### src/etmb_pkg.sv
// Shared types and constants for the Euler ZYX scale/translate matrix builder.
// Used by etmb_cordic, etmb_rot, etmb_lane and euler_trs_matrix_builder; no dependencies.
package etmb_pkg;

	localparam int ANGLE_W      = 16;
	localparam int ANGLE_BITS   = 16;
	localparam int PHASE_W      = 32;
	localparam int TRIG_W       = 32;
	localparam int CORD_W       = 34;
	localparam int Z_W          = 32;
	localparam int CORDIC_STEPS = 28;
	localparam int CORDIC_LAT   = CORDIC_STEPS + 2;
	localparam int ROT_LAT      = 3;
	localparam int FRONT_LAT    = CORDIC_LAT + ROT_LAT;

	localparam int SCALE_W = 16;
	localparam int TRANS_W = 32;
	localparam int ELEM_W  = 32;
	localparam int ROT_W   = TRIG_W + 1;
	localparam int PROD_W  = SCALE_W + ROT_W;
	localparam int NUM_W   = ROT_W - 6;
	localparam int DEN_W   = SCALE_W;
	localparam int DIV_STEPS = NUM_W;
	localparam int LANE_LAT  = DIV_STEPS + 3;

	localparam int FIFO_DEPTH = 2;

	localparam logic [1:0] LAST_COL = 2'd3;

	localparam logic signed [CORD_W-1:0] CORDIC_GAIN = 34'sd652032874;

	localparam logic [Z_W-1:0] ATAN_TAB [CORDIC_STEPS] = '{
		32'd536870912, 32'd316933406, 32'd167458907, 32'd85004756, 32'd42667331,
		32'd21354465, 32'd10679838, 32'd5340245, 32'd2670163, 32'd1335087,
		32'd667544, 32'd333772, 32'd166886, 32'd83443, 32'd41722, 32'd20861,
		32'd10430, 32'd5215, 32'd2608, 32'd1304, 32'd652, 32'd326, 32'd163,
		32'd81, 32'd41, 32'd20, 32'd10, 32'd5
	};

	typedef enum logic [1:0] {
		K_MODEL,
		K_DIV,
		K_PASS
	} kind_t;

	typedef logic [2:0][2:0][ROT_W-1:0] rotm_t;

	typedef struct packed {
		logic                       normal;
		logic signed [SCALE_W-1:0]  sx;
		logic signed [SCALE_W-1:0]  sy;
		logic signed [SCALE_W-1:0]  sz;
		logic signed [TRANS_W-1:0]  tx;
		logic signed [TRANS_W-1:0]  ty;
		logic signed [TRANS_W-1:0]  tz;
	} side_t;

	typedef struct packed {
		logic [1:0] col;
		logic       zflag;
		logic       last;
	} tag_t;

	typedef struct packed {
		tag_t                      tag;
		logic signed [ELEM_W-1:0]  e0;
		logic signed [ELEM_W-1:0]  e1;
		logic signed [ELEM_W-1:0]  e2;
	} result_t;

endpackage

### src/etmb_lane.sv
// One row lane of the column stage: scale multiply for model columns and a
// pipelined restoring divider for normal columns. Depends on etmb_pkg.
module etmb_lane (
	input  logic                                clk,
	input  logic                                adv,
	input  etmb_pkg::kind_t                     kind,
	input  logic signed [etmb_pkg::ROT_W-1:0]   entry,
	input  logic signed [etmb_pkg::SCALE_W-1:0] scale,
	input  logic signed [etmb_pkg::ELEM_W-1:0]  pass,
	output logic signed [etmb_pkg::ELEM_W-1:0]  elem
);
	import etmb_pkg::*;

	localparam logic signed [PROD_W-1:0] HALF22 = PROD_W'(1) << 21;

	logic [ROT_W-1:0]   emag;
	logic [DEN_W-1:0]   smag;
	logic [ROT_W-1:0]   nsum;

	logic signed [PROD_W-1:0] prod_s1;
	logic signed [PROD_W-1:0] rnd;
	logic [NUM_W-1:0]         num_s1;
	logic [DEN_W-1:0]         den_s1;
	logic                     neg_s1;
	kind_t                    kind_s1;
	logic signed [ELEM_W-1:0] pass_s1;

	logic [DEN_W-1:0]         rem_q  [DIV_STEPS+1];
	logic [NUM_W-1:0]         num_q  [DIV_STEPS+1];
	logic [NUM_W-1:0]         quo_q  [DIV_STEPS+1];
	logic [DEN_W-1:0]         den_q  [DIV_STEPS+1];
	logic                     neg_q  [DIV_STEPS+1];
	kind_t                    kind_q [DIV_STEPS+1];
	logic signed [ELEM_W-1:0] val_q  [DIV_STEPS+1];

	logic signed [ELEM_W-1:0] qs;
	logic signed [ELEM_W-1:0] elem_q;

	assign emag = entry[ROT_W-1] ? ROT_W'(-entry) : ROT_W'(entry);
	assign smag = scale[SCALE_W-1] ? DEN_W'(-scale) : DEN_W'(scale);
	assign nsum = emag + ROT_W'({smag, 5'b0});

	always_ff @(posedge clk) begin
		if (adv) begin
			prod_s1 <= scale * entry;
			num_s1  <= nsum[ROT_W-1:6];
			den_s1  <= smag;
			neg_s1  <= entry[ROT_W-1] ^ scale[SCALE_W-1];
			kind_s1 <= kind;
			pass_s1 <= pass;
		end
	end

	assign rnd = prod_s1 + HALF22;

	always_ff @(posedge clk) begin
		if (adv) begin
			rem_q[0]  <= '0;
			num_q[0]  <= num_s1;
			quo_q[0]  <= '0;
			den_q[0]  <= den_s1;
			neg_q[0]  <= neg_s1;
			kind_q[0] <= kind_s1;
			val_q[0]  <= (kind_s1 == K_MODEL) ? ELEM_W'(rnd >>> 22) : pass_s1;
		end
	end

	for (genvar k = 0; k < DIV_STEPS; k++) begin : g_div
		logic [DEN_W:0] trial;
		logic           take;
		assign trial = {rem_q[k], num_q[k][NUM_W-1]};
		assign take  = trial >= {1'b0, den_q[k]};
		always_ff @(posedge clk) begin
			if (adv) begin
				rem_q[k+1]  <= take ? DEN_W'(trial - {1'b0, den_q[k]}) : DEN_W'(trial);
				num_q[k+1]  <= num_q[k] << 1;
				quo_q[k+1]  <= {quo_q[k][NUM_W-2:0], take};
				den_q[k+1]  <= den_q[k];
				neg_q[k+1]  <= neg_q[k];
				kind_q[k+1] <= kind_q[k];
				val_q[k+1]  <= val_q[k];
			end
		end
	end

	assign qs = ELEM_W'(quo_q[DIV_STEPS]);

	always_ff @(posedge clk) begin
		if (adv) begin
			case (kind_q[DIV_STEPS])
				K_DIV:   elem_q <= neg_q[DIV_STEPS] ? -qs : qs;
				default: elem_q <= val_q[DIV_STEPS];
			endcase
		end
	end

	assign elem = elem_q;

endmodule

### config.mk
export PLATFORM = sky130hd
export DESIGN_NAME = etmb_lane
export DESIGN_NICKNAME = d
export VERILOG_FILES = /design/src/etmb_pkg.sv /design/src/etmb_lane.sv
export SDC_FILE = /design/constraint.sdc
export NUM_CORES = 2
export LEC_CHECK = 0
export BUFFER_PORTS_ARGS = -buffer_cell sky130_fd_sc_hd__buf_2
export CAP_MARGIN = 20
export CORE_MARGIN = 2
export CORE_UTILIZATION = 39
export DETAILED_ROUTE_END_ITERATION = 10
export MAX_ROUTING_LAYER = met4
export PLACE_DENSITY = 0.64
export SYNTH_ARGS = -nofsm -noshare
export SYNTH_HDL_FRONTEND = slang
export SYNTH_SLANG_ARGS = --single-unit
### constraint.sdc
create_clock -name clk -period 8.1 [get_ports clk]
set_input_delay 0.405 -clock clk [delete_from_list [all_inputs] [get_ports clk]]
set_output_delay 0.405 -clock clk [all_outputs]
set_load 0.02 [all_outputs]
==> flow_summary_export.csv <==
group,metric,value,unit
die,chipHeight,575,um
synthesis,yosysWarnings,0,
synthesis,synth-edff-count,2722,
synthesis,synth_most_common_cell,"edfxtp_1",
timing,fin_crit_sh,81.3,%
pwr,powerDensity,397,nW/um^2
synthesis,yosysUniqueCellTypes,74,
synthesis,ys_seq_area_share,64.3,%
route,drc,0,
timing,finClkSkew,84.2,ps
timing,fmax,152,MHz
layout,layout-drive-gt1-share,9.14,%
worst_setup_path,crit_start,"scale[2]",
worst_setup_path,r2r_slack,3790,ps
clock_tree,cts_tree,"yes",
clock_tree,path_clk_slew,60,ps
worst_setup_path,ff2ff_path_depth,12,
route,vias_per_cell,4.92,
grt,grt_remaining_overflow,0,
timing,rsz0062_at_grt,"no",
worst_setup_path,timing.rr.end,"rem_q[0][34]",
worst_setup_path,worstPathArrival,7200,ps
timing,period_needed,6580,ps
grt,grt_pass1_wl,388,mm
route,drtIter0Drc,4735,
route,finalWirelength,245,mm
timing,drv_slew,0,
layout,final_cell_area,142000,um^2
die,core,324000,um^2
layout,fillers,28700,
clock_tree,h-tree-depth,5,
outcome,status,"finished clean",
route,first_pass_iters,5,
synthesis,synth-seq-cells,2722,
job,cap_violations,0,
synthesis,yosys-top-cells-count,"edfxtp_1, inv_1, nand2_1, ha_1, fa_1",
worst_setup_path,setup.worst_path.class,"primary input to flop",
grt,grt_max_degree,212,
timing,finalWorstSetupSlack,1520,ps
synthesis,async_flop_share,0,%
synthesis,synth_nets,10000,
route,vias,67500,
die,start_util,39.2,%
die,die_area,331000,um^2
route,antenna_left,0,
worst_setup_path,path_max_fanout,20,
clock_tree,cts_buffer_depth,4,
synthesis,synth_area_per_cell,14.3,um^2
synthesis,synth_area_leaders,"edfxtp_1, fa_1, ha_1, inv_1, mux2_2",
synthesis,synth.largest_area_cell,"edfxtp_1",
die,die_x,575,um
die,core.rowCount,209,
worst_setup_path,critPathCaptureType,"flop",
grt,antenna_found_initial,4,
clock_tree,cts_resized,0,
placement,dpl.hpwl,173,mm
synthesis,syn_area,127000,um^2
synthesis,synth_ff_type,"edfxtp_1",
worst_setup_path,critPathCapture,"prod_s1[47]",
placement,place_ws,684,ps
route,wire_per_inst,17.8,um
pwr,ir_drop,774,uV
clock_tree,cts_buffers,285,
grt,grt_pass1_vias,71000,
placement,port_buffers,116,
timing,finalSetupViolations,0,
timing,setup_tns,0,ps
worst_setup_path,regToRegStartpoint,"den_q[1][1]",
timing,relSlewSlack,25.8,%
layout,nets,10300,
pwr,p_leak,55.3,nW
synthesis,synthCells,8874,
placement,post_dp_cell_area,133000,um^2
worst_setup_path,cp_data_required_time,8720,ps
clock_tree,clkSinkCount,2722,
clock_tree,insertion_delay,880,ps
timing,tightest_slew,1110,ps
clock_tree,postCtsSetupBuffers,0,
timing,hold_viol,0,
layout,areaGrowthSynthToFinish,12.0,%
synthesis,yosysTopAreaCellShare,64.3,%
worst_setup_path,start_kind,"primary input",
pwr,total_power,0.0565,W
clock_tree,ctsRootBufferMaster,"clkbuf_16",
min_path,min_path_type,"primary input to flop",
placement,routabilityCongestion,0.910,
grt,gr-usage-all-layers,15.2,%
die,io_pins,117,
layout,utilization,43.9,%
## per-stage QoR
step	hold slack, ps	instances
final	92.9	13700
after global routing	55.9	13700
after CTS	21.9	13700
after detailed placement	405	13200
after global placement	400	13200
after floorplan	400	8874
## cell families (layout without fill, tap and decap cells)
kind of cell | Yosys count | count (layout) | share of synthesized area (%)
muxes | 266 | 266 | 2.31
and+or+nand+nor | 1912 | 1912 | 7.21
buffers and inverters | 1397 | 1917 | 4.13
xor gates and xnor gates | 424 | 424 | 2.92
DFF | 2722 | 2722 | 64.3
other | 0 | 2 | 0
AOI/OAI and AO/OA | 1078 | 1078 | 5.45
adders and majority gates | 1075 | 1075 | 13.7
## layout by cell type, fill, tap and decap left out, types with 62 or more instances in the layout
cell,netlist,final
edfxtp_1,2722,2722
inv_1,1189,1189
nand2_1,551,551
ha_1,550,550
fa_1,525,525
nor2_1,472,471
a21oi_1,304,303
clkbuf_16,0,292
xnor2_1,260,260
o21ai_0,227,227
mux2_2,218,218
and2_1,215,215
nor3_1,185,185
xor2_1,164,164
a21o_1,127,127
buf_2,5,115
nand4_1,103,103
nand3_1,95,95
o21a_1,73,73
buf_4,1,65
clkinv_1,0,64
or3_1,62,62
## sequential cells by signal, indices dropped and copies added (netlist names), 2 cells and up
| register | count |
|---|---|
| val_q | 896 |
| den_q | 432 |
| rem_q | 416 |
| num_q | 378 |
| quo_q | 378 |
| kind_q | 56 |
| elem | 32 |
| pass_s1 | 32 |
| neg_q | 28 |
| prod_s1 | 28 |
| num_s1 | 27 |
| den_s1 | 16 |
| kind_s1 | 2 |
## power by group
part	internal, W	switching [W]
clock network	0.00724	0.00520
registers	0.0188	0.000864
logic	0.0102	0.0143
## what timing repair did
| item | CTS | global route |
|---|---|---|
| endpoints found under the hold margin | 34 | 0 |
| endpoints found under the setup margin | 0 | 0 |
| hold buffers | 34 | 0 |
## worst min path at each step
stage / from / endpoint / depth (start not counted)
after global routing: adv / num_q[2][47] / 1
after floorplan: den_s1[0] / den_q[0][0] / 0
final: adv / num_q[2][47] / 1
after detailed placement: den_s1[2] / den_q[0][2] / 0
after global placement: val_q[19][30] / val_q[20][30] / 0
after CTS: adv / num_q[2][47] / 1
## cell type report
type,instances,area [um^2],area share [%]
Tap cell,4325,5410,3.80
Inverter,1189,4460,3.13
Sequential cell,2722,81700,57.4
Timing Repair Buffer,229,1710,1.20
Multi-Input combinational cell,4755,40200,28.2
Antenna cell,2,5.00,0.00351
Clock inverter,150,1430,1.00
Clock buffer,349,7520,5.28
## metal layers
layer  share of wire [%]  track usage (%)  up-vias
met5                   0                -        -
met3                 3.9             1.94      502
met1                  41             17.7    33600
met4                 4.0             6.11        0
met2                  52             26.5     1410
li1                    -                -    32000
## critical path, cell delays in order
cell       delay, ps
buf_2            480
buf_4            400
nand2_1          120
fa_1             550
fa_1             450
fa_1             520
inv_1             50
fa_1             480
fa_1             540
inv_1             50
fa_1             530
inv_1             40
ha_1             340
a21oi_1          150
o21ai_0          130
a2111oi_0        440
buf_4            210
o211ai_1         290
a21oi_1          340
o21a_1           260
a21boi_0         140
o31a_1           260
Power figures use the tool's default switching activity.
